## config.mk

```make
export PLATFORM = sky130hd
export DESIGN_NAME = lqr_balance_velocity_controller_top_flat
export DESIGN_NICKNAME = d
export VERILOG_FILES = /design/src/design/lbvc_pkg.sv /design/src/design/lbvc_if.sv /design/src/design/lqr_balance_velocity_controller_top.sv /design/src/design/lbvc_regs.sv /design/src/flat_wrapper.sv
export SDC_FILE = /design/constraint.sdc
export NUM_CORES = 2
export LEC_CHECK = 0
export CAP_MARGIN = 20
export CORE_MARGIN = 4
export CORE_UTILIZATION = 55
export CTS_CLUSTER_DIAMETER = 150
export CTS_CLUSTER_SIZE = 12
export DETAILED_ROUTE_END_ITERATION = 6
export DONT_BUFFER_PORTS = 1
export PLACE_DENSITY = 0.7
export SLEW_MARGIN = 20
export SYNTH_ARGS = -nofsm -noshare
export SYNTH_HDL_FRONTEND = slang
export SYNTH_SLANG_ARGS = --single-unit
```

## constraint.sdc

```tcl
create_clock -name clk -period 20.4 [get_ports clk]
set_clock_uncertainty 0.05 [all_clocks]
set_input_delay 1.02 -clock clk [delete_from_list [all_inputs] [get_ports clk]]
set_output_delay 1.02 -clock clk [all_outputs]
set_load 0.02 [all_outputs]
```

## src/design/lbvc_pkg.sv

```systemverilog
package lbvc_pkg;

	// fixed widths of the data path
	localparam int SIG_W         = 32;
	localparam int FRACTION_BITS = 16;
	localparam int GAIN_FRAC     = 16;
	localparam int STEP_FRAC     = 32;
	localparam int LIM_W         = 31;
	localparam int MUL_W         = SIG_W + 1;
	localparam int PROD_W        = 2 * MUL_W;
	localparam int TERM_W        = PROD_W - GAIN_FRAC;
	localparam int ACC_W         = TERM_W + 2;
	localparam int DELTA_W       = PROD_W - STEP_FRAC;
	localparam int TICK_W        = 13;
	localparam int SETTLE_W      = 10;
	localparam int CFG_ADDR_W    = 5;
	localparam int CFG_DATA_W    = 32;

	// schedule and deadband levels in the signal format
	localparam longint ONE_Q = longint'(1) << FRACTION_BITS;
	localparam logic signed [SIG_W-1:0] TARGET_POS  = SIG_W'((8 * ONE_Q + 50) / 100);
	localparam logic signed [SIG_W-1:0] TARGET_NEG  = SIG_W'(-((12 * ONE_Q + 50) / 100));
	localparam logic signed [SIG_W-1:0] SWITCH_HI   = SIG_W'((36 * ONE_Q + 500) / 1000);
	localparam logic signed [SIG_W-1:0] SWITCH_LO   = SIG_W'(-((48 * ONE_Q + 500) / 1000));
	localparam logic signed [SIG_W-1:0] DEAD_VEL    = SIG_W'((ONE_Q + 5000) / 10000);
	localparam logic signed [SIG_W-1:0] DEAD_VEL_N  = SIG_W'(-((ONE_Q + 5000) / 10000));
	localparam logic signed [SIG_W-1:0] DEAD_ANG    = SIG_W'((5 * ONE_Q + 500) / 1000);
	localparam logic signed [SIG_W-1:0] DEAD_ANG_N  = SIG_W'(-((5 * ONE_Q + 500) / 1000));

	// soft gains, integers held in the gain format
	localparam logic signed [SIG_W-1:0] SOFT_POS  = SIG_W'(longint'(100) << GAIN_FRAC);
	localparam logic signed [SIG_W-1:0] SOFT_VEL  = SIG_W'(longint'(54) << GAIN_FRAC);
	localparam logic signed [SIG_W-1:0] SOFT_ANG  = SIG_W'(longint'(274) << GAIN_FRAC);
	localparam logic signed [SIG_W-1:0] SOFT_RATE = SIG_W'(longint'(36) << GAIN_FRAC);

	localparam logic [TICK_W-1:0]   START_TICK   = TICK_W'(250);
	localparam logic [TICK_W-1:0]   MOVE_TICK    = TICK_W'(4000);
	localparam logic [SETTLE_W-1:0] SETTLE_TICKS = SETTLE_W'(500);

	// register reset values
	localparam logic [31:0] RST_GAIN_POS  = 32'd5832704;
	localparam logic [31:0] RST_GAIN_VEL  = 32'd6356992;
	localparam logic [31:0] RST_GAIN_ANG  = 32'd23658496;
	localparam logic [31:0] RST_GAIN_RATE = 32'd2621440;
	localparam logic [30:0] RST_FORCE_LIM = 31'h7fffffff;
	localparam logic [30:0] RST_VEL_LIM   = 31'h7fffffff;
	localparam logic [31:0] RST_STEP_NORM = 32'd4294967;
	localparam logic [31:0] RST_STEP_SOFT = 32'd879706;

	typedef enum logic [2:0] {
		REG_GAIN_POS,
		REG_GAIN_VEL,
		REG_GAIN_ANG,
		REG_GAIN_RATE,
		REG_FORCE_LIM,
		REG_VEL_LIM,
		REG_STEP_NORM,
		REG_STEP_SOFT
	} reg_idx_t;

	typedef enum logic [1:0] {
		MODE_HOLD,
		MODE_ZERO,
		MODE_POS,
		MODE_NEG
	} mode_t;

	typedef enum logic [2:0] {
		ST_IDLE,
		ST_PREP,
		ST_TERM,
		ST_FORCE,
		ST_STEP,
		ST_VEL,
		ST_DONE
	} state_t;

	typedef struct packed {
		logic signed [SIG_W-1:0] gain_position;
		logic signed [SIG_W-1:0] gain_velocity;
		logic signed [SIG_W-1:0] gain_angle;
		logic signed [SIG_W-1:0] gain_angle_rate;
		logic [LIM_W-1:0]        force_limit;
		logic [LIM_W-1:0]        velocity_limit;
		logic [SIG_W-1:0]        step_gain_normal;
		logic [SIG_W-1:0]        step_gain_soft;
	} cfg_t;

	typedef struct packed {
		logic signed [SIG_W-1:0] cart_position;
		logic signed [SIG_W-1:0] cart_velocity;
		logic signed [SIG_W-1:0] pole_angle;
		logic signed [SIG_W-1:0] pole_angle_rate;
	} meas_t;

	typedef struct packed {
		logic signed [SIG_W-1:0] velocity_command;
		logic signed [SIG_W-1:0] force_command;
		logic signed [SIG_W-1:0] target_position;
		logic [1:0]              target_mode;
		logic                    soft_phase;
	} cmd_t;

endpackage

```

## src/design/lbvc_if.sv

```systemverilog
// measurement beat channel
interface lbvc_meas_if import lbvc_pkg::*; ();
	logic  valid;
	logic  ready;
	meas_t data;

	modport source (output valid, output data, input ready);
	modport sink (input valid, input data, output ready);
endinterface

// command beat channel
interface lbvc_cmd_if import lbvc_pkg::*; ();
	logic valid;
	logic ready;
	cmd_t data;

	modport source (output valid, output data, input ready);
	modport sink (input valid, input data, output ready);
endinterface

```

## src/design/lqr_balance_velocity_controller_top.sv

```systemverilog
// channel   | dir | handshake          | payload
// meas      | in  | valid/ready        | cart_position, cart_velocity, pole_angle,
//           |     |                    | pole_angle_rate
// cmd       | out | valid/ready        | velocity_command, force_command,
//           |     |                    | target_position, target_mode, soft_phase
// apb       | in  | psel/penable/pready| eight registers at byte address 4*i
//
// no new measurement is taken until the last is through: ready drops on acceptance
// and stays low through prepare, five multiply and add steps, force clamp,
// velocity step, velocity clamp and hand-off, where the result is registered.
// a single 33x33 multiplier with a registered product serves the four feedback
// terms and the force-to-velocity step in turn.
// reset clears the schedule, the settle count and the velocity accumulator.
// a finished result sits in the output register; the block goes back to ready
// while it waits, and stalls before a second result only if the first is unread.
module lqr_balance_velocity_controller_top import lbvc_pkg::*; (
	input  logic                  clk,
	input  logic                  arst_n,
	lbvc_meas_if.sink             meas,
	lbvc_cmd_if.source            cmd,
	input  logic                  psel,
	input  logic                  penable,
	input  logic                  pwrite,
	input  logic [CFG_ADDR_W-1:0] paddr,
	input  logic [CFG_DATA_W-1:0] pwdata,
	output logic [CFG_DATA_W-1:0] prdata,
	output logic                  pready
);

	localparam logic [2:0] TERM_POS  = 3'd0;
	localparam logic [2:0] TERM_VEL  = 3'd1;
	localparam logic [2:0] TERM_ANG  = 3'd2;
	localparam logic [2:0] TERM_RATE = 3'd3;
	localparam logic [2:0] TERM_LAST = 3'd4;

	cfg_t cfg;

	lbvc_regs u_regs (
		.clk     (clk),
		.arst_n  (arst_n),
		.psel    (psel),
		.penable (penable),
		.pwrite  (pwrite),
		.paddr   (paddr),
		.pwdata  (pwdata),
		.prdata  (prdata),
		.pready  (pready),
		.cfg     (cfg)
	);

	state_t state_q, state_nxt;
	logic [2:0] cnt_q;

	// long-lived state
	logic [TICK_W-1:0]   ticks_q, ticks_nxt;
	mode_t               mode_q, mode_nxt;
	logic [SETTLE_W-1:0] settle_q, settle_nxt;
	logic signed [SIG_W-1:0] vacc_q;

	// per-item payload
	logic signed [SIG_W-1:0]  x_q, v_q, th_q, thd_q, target_q, target_nxt, err_q, force_q;
	logic                     soft_q, step_soft_q, v_pass_q, a_pass_q;
	logic signed [PROD_W-1:0] prod_q;
	logic signed [ACC_W-1:0]  sum_q;

	cmd_t out_q;
	logic out_valid_q;

	// control decoded from state
	logic in_ready, out_free, out_load, mul_en, add_en, sel_step;

	logic signed [MUL_W-1:0]  mul_a, mul_b;
	logic signed [PROD_W-1:0] prod, prod_rnd_term, prod_rnd_step;
	logic signed [TERM_W-1:0] term;
	logic signed [DELTA_W-1:0] delta;
	logic signed [SIG_W:0]    diff;
	logic signed [SIG_W-1:0]  err_sat;
	logic signed [ACC_W-1:0]  flim, force_cl;
	logic signed [SIG_W+2:0]  vsum, vlim, vel_cl;
	logic signed [SIG_W-1:0]  coef, sig;

	assign meas.ready = in_ready;
	assign cmd.valid  = out_valid_q;
	assign cmd.data   = out_q;
	assign out_free   = !out_valid_q || cmd.ready;

	// next state
	always_comb begin
		state_nxt = state_q;
		case (state_q)
			ST_IDLE:  if (meas.valid) state_nxt = ST_PREP;
			ST_PREP:  state_nxt = ST_TERM;
			ST_TERM:  if (cnt_q == TERM_LAST) state_nxt = ST_FORCE;
			ST_FORCE: state_nxt = ST_STEP;
			ST_STEP:  state_nxt = ST_VEL;
			ST_VEL:   state_nxt = ST_DONE;
			ST_DONE:  if (out_free) state_nxt = ST_IDLE;
			default:  state_nxt = ST_IDLE;
		endcase
	end

	// control outputs
	always_comb begin
		in_ready = 1'b0;
		mul_en   = 1'b0;
		add_en   = 1'b0;
		sel_step = 1'b0;
		out_load = 1'b0;
		case (state_q)
			ST_IDLE: in_ready = 1'b1;
			ST_TERM: begin
				mul_en = (cnt_q != TERM_LAST);
				add_en = (cnt_q != TERM_POS);
			end
			ST_STEP: begin
				mul_en   = 1'b1;
				sel_step = 1'b1;
			end
			ST_DONE: out_load = out_free;
			default: ;
		endcase
	end

	// setpoint schedule on the incoming position
	always_comb begin
		ticks_nxt = ticks_q;
		mode_nxt  = mode_q;
		if (ticks_q < MOVE_TICK) ticks_nxt = ticks_q + 1'b1;
		if (ticks_nxt == START_TICK) mode_nxt = MODE_ZERO;
		if (ticks_nxt == MOVE_TICK) begin
			mode_nxt  = MODE_POS;
			ticks_nxt = ticks_nxt + 1'b1;
		end
		if (mode_nxt == MODE_POS && meas.data.cart_position >= SWITCH_HI) mode_nxt = MODE_NEG;
		if (mode_nxt == MODE_NEG && meas.data.cart_position <= SWITCH_LO) mode_nxt = MODE_POS;
		case (mode_nxt)
			MODE_HOLD: target_nxt = meas.data.cart_position;
			MODE_ZERO: target_nxt = '0;
			MODE_POS:  target_nxt = TARGET_POS;
			MODE_NEG:  target_nxt = TARGET_NEG;
			default:   target_nxt = '0;
		endcase
		settle_nxt = (settle_q < SETTLE_TICKS) ? settle_q + 1'b1 : settle_q;
	end

	// position error with saturation
	always_comb begin
		diff = {x_q[SIG_W-1], x_q} - {target_q[SIG_W-1], target_q};
		if (diff[SIG_W] != diff[SIG_W-1])
			err_sat = diff[SIG_W] ? {1'b1, {(SIG_W-1){1'b0}}} : {1'b0, {(SIG_W-1){1'b1}}};
		else
			err_sat = diff[SIG_W-1:0];
	end

	// shared multiplier operand select
	always_comb begin
		case (cnt_q)
			TERM_POS: begin
				coef = soft_q ? SOFT_POS : cfg.gain_position;
				sig  = err_q;
			end
			TERM_VEL: begin
				coef = soft_q ? SOFT_VEL : cfg.gain_velocity;
				sig  = (soft_q && !v_pass_q) ? '0 : v_q;
			end
			TERM_ANG: begin
				coef = soft_q ? SOFT_ANG : cfg.gain_angle;
				sig  = (soft_q && !a_pass_q) ? '0 : th_q;
			end
			TERM_RATE: begin
				coef = soft_q ? SOFT_RATE : cfg.gain_angle_rate;
				sig  = thd_q;
			end
			default: begin
				coef = '0;
				sig  = '0;
			end
		endcase
		if (sel_step) begin
			mul_a = {force_q[SIG_W-1], force_q};
			mul_b = {1'b0, step_soft_q ? cfg.step_gain_soft : cfg.step_gain_normal};
		end else begin
			mul_a = {coef[SIG_W-1], coef};
			mul_b = {sig[SIG_W-1], sig};
		end
		prod = mul_a * mul_b;
	end

	// rounding of the registered product and the clamps
	always_comb begin
		prod_rnd_term = prod_q + (PROD_W'(1) <<< (GAIN_FRAC - 1));
		prod_rnd_step = prod_q + (PROD_W'(1) <<< (STEP_FRAC - 1));
		term  = prod_rnd_term[PROD_W-1:GAIN_FRAC];
		delta = prod_rnd_step[PROD_W-1:STEP_FRAC];

		flim = ACC_W'({1'b0, cfg.force_limit});
		if (sum_q > flim) force_cl = flim;
		else if (sum_q < -flim) force_cl = -flim;
		else force_cl = sum_q;

		vlim = (SIG_W+3)'({1'b0, cfg.velocity_limit});
		vsum = (SIG_W+3)'(vacc_q) + (SIG_W+3)'(delta);
		if (vsum > vlim) vel_cl = vlim;
		else if (vsum < -vlim) vel_cl = -vlim;
		else vel_cl = vsum;
	end

	// control and long-lived state
	always_ff @(posedge clk or negedge arst_n) begin
		if (!arst_n) begin
			state_q     <= ST_IDLE;
			cnt_q       <= TERM_POS;
			ticks_q     <= '0;
			mode_q      <= MODE_HOLD;
			settle_q    <= '0;
			vacc_q      <= '0;
			out_valid_q <= 1'b0;
		end else begin
			state_q <= state_nxt;
			if (state_q == ST_PREP) cnt_q <= TERM_POS;
			else if (state_q == ST_TERM) cnt_q <= cnt_q + 1'b1;
			if (meas.valid && in_ready) begin
				ticks_q  <= ticks_nxt;
				mode_q   <= mode_nxt;
				settle_q <= settle_nxt;
			end
			if (state_q == ST_VEL) vacc_q <= vel_cl[SIG_W-1:0];
			if (out_load) out_valid_q <= 1'b1;
			else if (cmd.ready) out_valid_q <= 1'b0;
		end
	end

	// data path registers
	always_ff @(posedge clk) begin
		if (meas.valid && in_ready) begin
			x_q         <= meas.data.cart_position;
			v_q         <= meas.data.cart_velocity;
			th_q        <= meas.data.pole_angle;
			thd_q       <= meas.data.pole_angle_rate;
			target_q    <= target_nxt;
			soft_q      <= (settle_q >= SETTLE_TICKS);
			step_soft_q <= (settle_nxt >= SETTLE_TICKS);
		end
		if (state_q == ST_PREP) begin
			err_q    <= err_sat;
			v_pass_q <= (v_q > DEAD_VEL) || (v_q < DEAD_VEL_N);
			a_pass_q <= (th_q > DEAD_ANG) || (th_q < DEAD_ANG_N);
			sum_q    <= '0;
		end else if (add_en) begin
			sum_q <= sum_q + ACC_W'(term);
		end
		if (mul_en) prod_q <= prod;
		if (state_q == ST_FORCE) force_q <= force_cl[SIG_W-1:0];
		if (out_load) begin
			out_q.velocity_command <= vacc_q;
			out_q.force_command    <= force_q;
			out_q.target_position  <= target_q;
			out_q.target_mode      <= mode_q;
			out_q.soft_phase       <= soft_q;
		end
	end

endmodule

```

## src/design/lbvc_regs.sv

```systemverilog
module lbvc_regs import lbvc_pkg::*; (
	input  logic                  clk,
	input  logic                  arst_n,
	input  logic                  psel,
	input  logic                  penable,
	input  logic                  pwrite,
	input  logic [CFG_ADDR_W-1:0] paddr,
	input  logic [CFG_DATA_W-1:0] pwdata,
	output logic [CFG_DATA_W-1:0] prdata,
	output logic                  pready,
	output cfg_t                  cfg
);

	cfg_t     cfg_q;
	reg_idx_t idx;
	logic     wr_en;

	assign idx    = reg_idx_t'(paddr[CFG_ADDR_W-1:2]);
	assign wr_en  = psel && penable && pwrite;
	assign pready = 1'b1;
	assign cfg    = cfg_q;

	// register writes
	always_ff @(posedge clk or negedge arst_n) begin
		if (!arst_n) begin
			cfg_q.gain_position    <= RST_GAIN_POS;
			cfg_q.gain_velocity    <= RST_GAIN_VEL;
			cfg_q.gain_angle       <= RST_GAIN_ANG;
			cfg_q.gain_angle_rate  <= RST_GAIN_RATE;
			cfg_q.force_limit      <= RST_FORCE_LIM;
			cfg_q.velocity_limit   <= RST_VEL_LIM;
			cfg_q.step_gain_normal <= RST_STEP_NORM;
			cfg_q.step_gain_soft   <= RST_STEP_SOFT;
		end else if (wr_en) begin
			case (idx)
				REG_GAIN_POS:  cfg_q.gain_position    <= pwdata;
				REG_GAIN_VEL:  cfg_q.gain_velocity    <= pwdata;
				REG_GAIN_ANG:  cfg_q.gain_angle       <= pwdata;
				REG_GAIN_RATE: cfg_q.gain_angle_rate  <= pwdata;
				REG_FORCE_LIM: cfg_q.force_limit      <= pwdata[LIM_W-1:0];
				REG_VEL_LIM:   cfg_q.velocity_limit   <= pwdata[LIM_W-1:0];
				REG_STEP_NORM: cfg_q.step_gain_normal <= pwdata;
				REG_STEP_SOFT: cfg_q.step_gain_soft   <= pwdata;
				default: ;
			endcase
		end
	end

	// read mux
	always_comb begin
		case (idx)
			REG_GAIN_POS:  prdata = cfg_q.gain_position;
			REG_GAIN_VEL:  prdata = cfg_q.gain_velocity;
			REG_GAIN_ANG:  prdata = cfg_q.gain_angle;
			REG_GAIN_RATE: prdata = cfg_q.gain_angle_rate;
			REG_FORCE_LIM: prdata = {1'b0, cfg_q.force_limit};
			REG_VEL_LIM:   prdata = {1'b0, cfg_q.velocity_limit};
			REG_STEP_NORM: prdata = cfg_q.step_gain_normal;
			REG_STEP_SOFT: prdata = cfg_q.step_gain_soft;
			default:       prdata = '0;
		endcase
	end

endmodule
```

## src/flat_wrapper.sv

```systemverilog
// flat-port wrapper written by rule: the top's interface ports become plain ports
module lqr_balance_velocity_controller_top_flat import lbvc_pkg::*;
  (clk, arst_n, psel, penable, pwrite, paddr, pwdata, prdata, pready, meas_valid, meas_data, meas_ready, cmd_valid, cmd_data, cmd_ready);
  lbvc_meas_if meas_i ();
  lbvc_cmd_if cmd_i ();
  input  logic clk;
  input  logic arst_n;
  input  logic psel;
  input  logic penable;
  input  logic pwrite;
  input  logic [CFG_ADDR_W-1:0] paddr;
  input  logic [CFG_DATA_W-1:0] pwdata;
  output logic [CFG_DATA_W-1:0] prdata;
  output logic pready;
  input wire logic [$bits(meas_i.valid)-1:0] meas_valid;
  input wire logic [$bits(meas_i.data)-1:0] meas_data;
  output wire logic [$bits(meas_i.ready)-1:0] meas_ready;
  output wire logic [$bits(cmd_i.valid)-1:0] cmd_valid;
  output wire logic [$bits(cmd_i.data)-1:0] cmd_data;
  input wire logic [$bits(cmd_i.ready)-1:0] cmd_ready;
  assign meas_i.valid = meas_valid;
  assign meas_i.data = meas_data;
  assign meas_ready = meas_i.ready;
  assign cmd_valid = cmd_i.valid;
  assign cmd_data = cmd_i.data;
  assign cmd_i.ready = cmd_ready;
  lqr_balance_velocity_controller_top u_core (.clk(clk), .arst_n(arst_n), .meas(meas_i), .cmd(cmd_i), .psel(psel), .penable(penable), .pwrite(pwrite), .paddr(paddr), .pwdata(pwdata), .prdata(prdata), .pready(pready));
endmodule
```

* Word level (Yosys, flattened, before mapping)
Index checks and enable logic that the tools add are counted.
** Cells by class
- Add/sub/neg operators :: 11
- Multiply operators :: 1
- $lt $le $gt $ge :: 14
- Eq/ne operators :: 29
- Muxes and demuxes :: 39
- Reduce and logical (&&, ||, !) cells :: 29
** Operators with widths (count)
- $mux 32 :: 12
- $pmux 32 s4 :: 3
- $pmux 32 s8 :: 1
- $add 66x17->66 const B :: 1
- $add 66x33->66 const B :: 1
- $mul 33x33->66 :: 1
- $mux 33 :: 2
- $add 52x50->52 :: 1
- $gt 52x32->1 :: 1
- $lt 52x52->1 :: 1
- $neg 31->52 :: 1
- $add 32x34->35 :: 1
- $gt 35x32->1 :: 1
- $lt 35x35->1 :: 1
- $neg 31->35 :: 1
- $sub 32x32->33 :: 1
- $ge 32x13->1 const B :: 1
- $gt 32x10->1 const B :: 1
- $gt 32x4->1 const B :: 1
- $le 32x13->1 const B :: 1
- $lt 32x10->1 const B :: 1
- $lt 32x4->1 const B :: 1
- $mux 31 :: 1
- $add 13x1->13 const B :: 2
- 32 further kinds :: 84
** Storage, ports and cells
- Register bits after elaboration :: 763
- Input port bits :: 172
- Output and inout port bits :: 134
- Logic and storage cells :: 157

* Logic depth before layout (Yosys ltp)
- Depth after elaboration :: 13
- Gate-level depth with buffers :: 40
- Gate-level depth less buffers :: 36

* Cells and area by module
From an unflattened synthesis, not the netlist that was laid out.
** Unflattened totals
- Cells, all modules :: 8559
- Area total of the unflattened synthesis :: 82585.5 µm²
** Modules (own cells, without submodules)
- lqr_balance_velocity_controller_top :: instances 1, cells each 7697, area each 70842.9 µm², seq. area each 13993.4 µm²
- lbvc_regs :: instances 1, cells each 862, area each 11742.5 µm², seq. area each 6477.5 µm²

* Worst setup path before layout
OpenSTA, ideal clock, no wires.
- Path kind :: register -> register
- Start :: reg u_core.cnt_q[1]
- End :: reg u_core.prod_q[63], data pin
- Setup time :: 258 ps
- Arrival time :: 9670 ps
- Required time :: 20092 ps
- Setup slack :: 10423 ps
- Stages on the path, launching flop included :: 35
- Path buffers :: 4
- Period minus slack after synthesis :: 9977 ps
- Path through :: dfrtp_1 -> inv_1 -> ha_1 -> nor2b_1 -> clkbuf_1 -> and2_1 -> clkbuf_1 -> buf_1 -> a221oi_1 -> o22a_1 -> clkbuf_1 -> nor2_1 -> fa_1 -> inv_1 -> fa_1 -> inv_1 -> fa_1 -> fa_1 -> fa_1 -> fa_1 -> fa_1 -> inv_1 -> fa_1 -> inv_1 -> ha_1 -> a21oi_1 -> o21ai_0 -> nand3_1 -> a21oi_1 -> a211oi_1 -> o31ai_4 -> o311ai_1 -> or3_1 -> nor2b_1 -> xnor2_1
** Between the ends
- Word-level cells in the longest chain between the ends :: 4
- Elaborated cells between the ends (all ways) :: 9
- Those cells by class :: mul: 1; eq/ne: 3; mux: 4; reduce/logical: 1
** Ends and longest elaborated chain
- start, declared :: line lqr_balance_velocity_controller_top.sv:52 : logic [2:0] cnt_q;
- start signal, assigned :: line lqr_balance_velocity_controller_top.sv:221 : else if (state_q == ST_TERM) cnt_q <= cnt_q + 1'b1;
- $eq 3x2->1 (tied with other cells) :: line lqr_balance_velocity_controller_top.sv:157 : case (cnt_q)
- $pmux 32 s4 :: line lqr_balance_velocity_controller_top.sv:157
- $mux 33 :: line lqr_balance_velocity_controller_top.sv:179 : if (sel_step) begin
- $mul 33x33->66 * :: line lqr_balance_velocity_controller_top.sv:186 : prod = mul_a * mul_b;
- via u_core.prod[63] :: line lqr_balance_velocity_controller_top.sv:73 : logic signed [PROD_W-1:0] prod, prod_rnd_term, prod_rnd_step;
- end signal, assigned :: line lqr_balance_velocity_controller_top.sv:252 : if (mul_en) prod_q <= prod;
- end, declared :: line lqr_balance_velocity_controller_top.sv:63 : logic signed [PROD_W-1:0] prod_q;
Mark *: on every way through the listed nets, which the timed path passes. The rest lies on a longest branch.
A chain may end at the register's enable or synchronous reset.

* Worst setup path in the final report
- Start :: reg u_core.cnt_q[2]
- End :: reg u_core.prod_q[62], data pin
Same word-level chain as after synthesis.

==> results.yml <==
outcome:
  status: "completed"
critical_path:
  cp_slowest_cell: "a31oi_1"
  critical_path_class: "register to register"
  critPathLaunchType: "register"
  cpMostUsedCell: "fa_1"
  arrival_ns: 12.78
  max_stage_delay_ns: 0.78
  crit_fanout: 34
  r2r_cells: 35
  timing.rr.start: "u_core.cnt_q[2]"
  worstSetupEndpointType: "register"
  startpoint: "u_core.cnt_q[2]"
  required_ns: 20.77
synth:
  synth_top_area_cell: "fa_1"
  ys_seq_area_share_pct: 25.3
  async_flop_share_pct: 42.5
  ys_warn_count: 0
  syn_avg_cell_area_um2: 9.67
  synth.area.top_cells: "fa_1, edfxtp_1, ha_1, dfrtp_1, inv_1"
  synth-main-ff-cell: "edfxtp_1"
  ys_ff_latch: 748
  ys_types: 94
  syn-cell-area_mm2: 0.0809
  netlist_instances: 8359
  synth_edf_count: 378
  synth.top_cell.area_share_pct: 27.8
  syn_nets: 10100
route:
  wl_met2_um: 118000
  avgViaCountPerCell: 6.15
  routedWlPerCell_um: 26.2
  top_layer: "met5"
  final_antenna_net_count: 0
  dr.pass1.iters: 6
  dr_total_vias: 62800
  wirelength_um: 267000
  drtIter0Drc: 5949
  wl_met1_um: 101000
  drc: 0
  wl_met3_um: 29800
timing:
  tightestPinTransition_ns: 1.28
  rsz0062_at_grt: "false"
  tns_ns: 0
  setup_viol: 0
  finalCritPeriodShare_pct: 60.9
  finalMaxSlewViolations: 0
  fmax_ghz: 0.0806
  hold_viol: 0
  period_minus_slack_ns: 12.41
  relSlewSlack_pct: 13.2
floorplanning:
  rows: 140
  io_pins: 306
  core_region_area_mm2: 0.146
  initial_core_util_pct: 55.4
  die_area_mm2: 0.153
  fp.dieW_um: 391
  die_h_um: 391
cts:
  postCtsResizedCells: 0
  htree_levels: 3
  cts_tree: "done"
  clock-sinks: 748
  cts_buffers: 72
  cts_root_buffer: "clkbuf_16"
  clockBufferDepth: 3
  clkTransAtPathRegs_ns: 0.07
  insertion_delay_ns: 0.68
global_route:
  grt-ovfl-total: 0
  grt_first_pass_wirelength_um: 404000
  antenna_found_initial: 45
  grt_use_total_pct: 35.3
  grt_max_degree: 289
  grt_pass1_vias: 64500
layout:
  drive_gt1_share_pct: 8.28
  nNetsFinal: 9991
  post-route-util_pct: 58.6
  area_delta_synth_final_pct: 5.79
place:
  gp_congestion: 1.00
  dp_hpwl_um: 206000
  io_buffer_count: 0
min_path:
  hold_class: "input port to async pin"
job:
  drv_cap: 0
[cells by family after synthesis]
logic type | count (synthesis) | synth area share, %
AO/OA/AOI/OAI | 1296 | 10.7
XOR/XNOR | 318 | 3.44
adder cells (fa/ha/maj) | 1621 | 35.5
buffers and inverters | 1734 | 8.08
flip-flops | 748 | 25.3
multiplexers | 292 | 4.35
other | 1 | 0.00464
AND/OR/NAND/NOR | 2349 | 12.6
[through the flow]
step	instances	worst slack, ns	cell area [um^2]	hold slack (ns)
global route	10200	7.61	85500	0.0191
finish	10200	7.99	85500	0.0709
global placement	10000	8.22	83200	0.329
floorplan	8359	10.42	80900	0.376
CTS	10200	8.12	85400	0.000146
detailed placement	10000	8.16	83200	0.329
[Yosys cell counts, types with 214 or more instances]
library cell / count
mux2_2: 214
o21ai_0: 281
nor2_1: 734
a21oi_1: 290
clkbuf_1: 358
xnor2_1: 227
fa_1: 1124
nand2_1: 1034
dfrtp_1: 221
edfxtp_1: 378
inv_1: 1331
ha_1: 491
[registers in the layout (all words and copies together) (netlist names), 51 cells and up]
signal and flops:
u_core.u_regs.cfg 254, u_core.cmd.data 99, u_core.prod_q 51, u_core.sum_q 52
[routing by layer]
| layer | vias to the layer above | global-route usage [%] |
|---|---|---|
| li1 | 27100 | - |
| met1 | 31800 | 45.3 |
| met2 | 3173 | 53.9 |
| met3 | 796 | 10.7 |
| met4 | 32 | 19.1 |
| met5 | - | 0.638 |
[final timing paths]
check                                             end  slack, ns
worst min-delay path            u_core.u_regs.cfg[62]       0.07
min in group clk                   u_core.ticks_q[12]       0.34
max in group asynchronous           u_core.state_q[0]      19.35
worst max register to register      u_core.prod_q[62]       7.99
worst min register to register     u_core.ticks_q[12]       0.34
worst max-delay path                u_core.prod_q[62]       7.99
[final cells by class]
cell class | instances | area, um^2
clock buffer | 125 | 2020
sequential | 748 | 20500
timing repair buffer | 168 | 1300
multi-input combinational | 5877 | 54200
antenna | 28 | 70.1
tap | 1917 | 2400
clock inverter | 8 | 93.8
fill | 12500 | 60400
inverter | 1337 | 5020
[repair_timing]
action | 4_1_cts | 5_1_grt
buffers inserted | 0 | 0
hold endpoints to repair | 30 | 4
hold buffers | 2 | 1
[layout by cell type (no fill, tap or decap), drive strengths merged, types with 30 or more instances in the layout]
master / count
xor2: 91
xnor2: 227
nor2b: 49
o21ai: 284
a22oi: 95
and3: 36
mux2i: 52
clkbuf: 126
dfrtp: 221
a22o: 58
a211oi: 62
o22ai: 43
dfxtp: 52
nor3: 79
inv: 1336
buf: 165
a221oi: 30
dfstp: 97
nor2: 735
edfxtp: 378
a21o: 153
ha: 491
nand2b: 43
and2: 59
mux2: 214
nand2: 1034
fa: 1124
nand4: 92
nor4: 43
a31oi: 30
nand3: 88
o21a: 41
a21oi: 290
[worst max-delay path: cells and delay by family, from the launching register on]
| kind | cells | cell delay [ns] |
|---|---|---|
| AOI/OAI and AO/OA | 13 | 4.25 |
| adders and majority gates | 10 | 4.98 |
| DFF | 1 | 0.58 |
| buffers and inverters | 9 | 1.58 |
| xor gates and xnor gates | 1 | 0.16 |
| and+or+nand+nor | 2 | 0.45 |
Power is left out: the tool's default activity adds up to more than one toggle a clock period on the data nets, which glitch-free logic cannot reach.
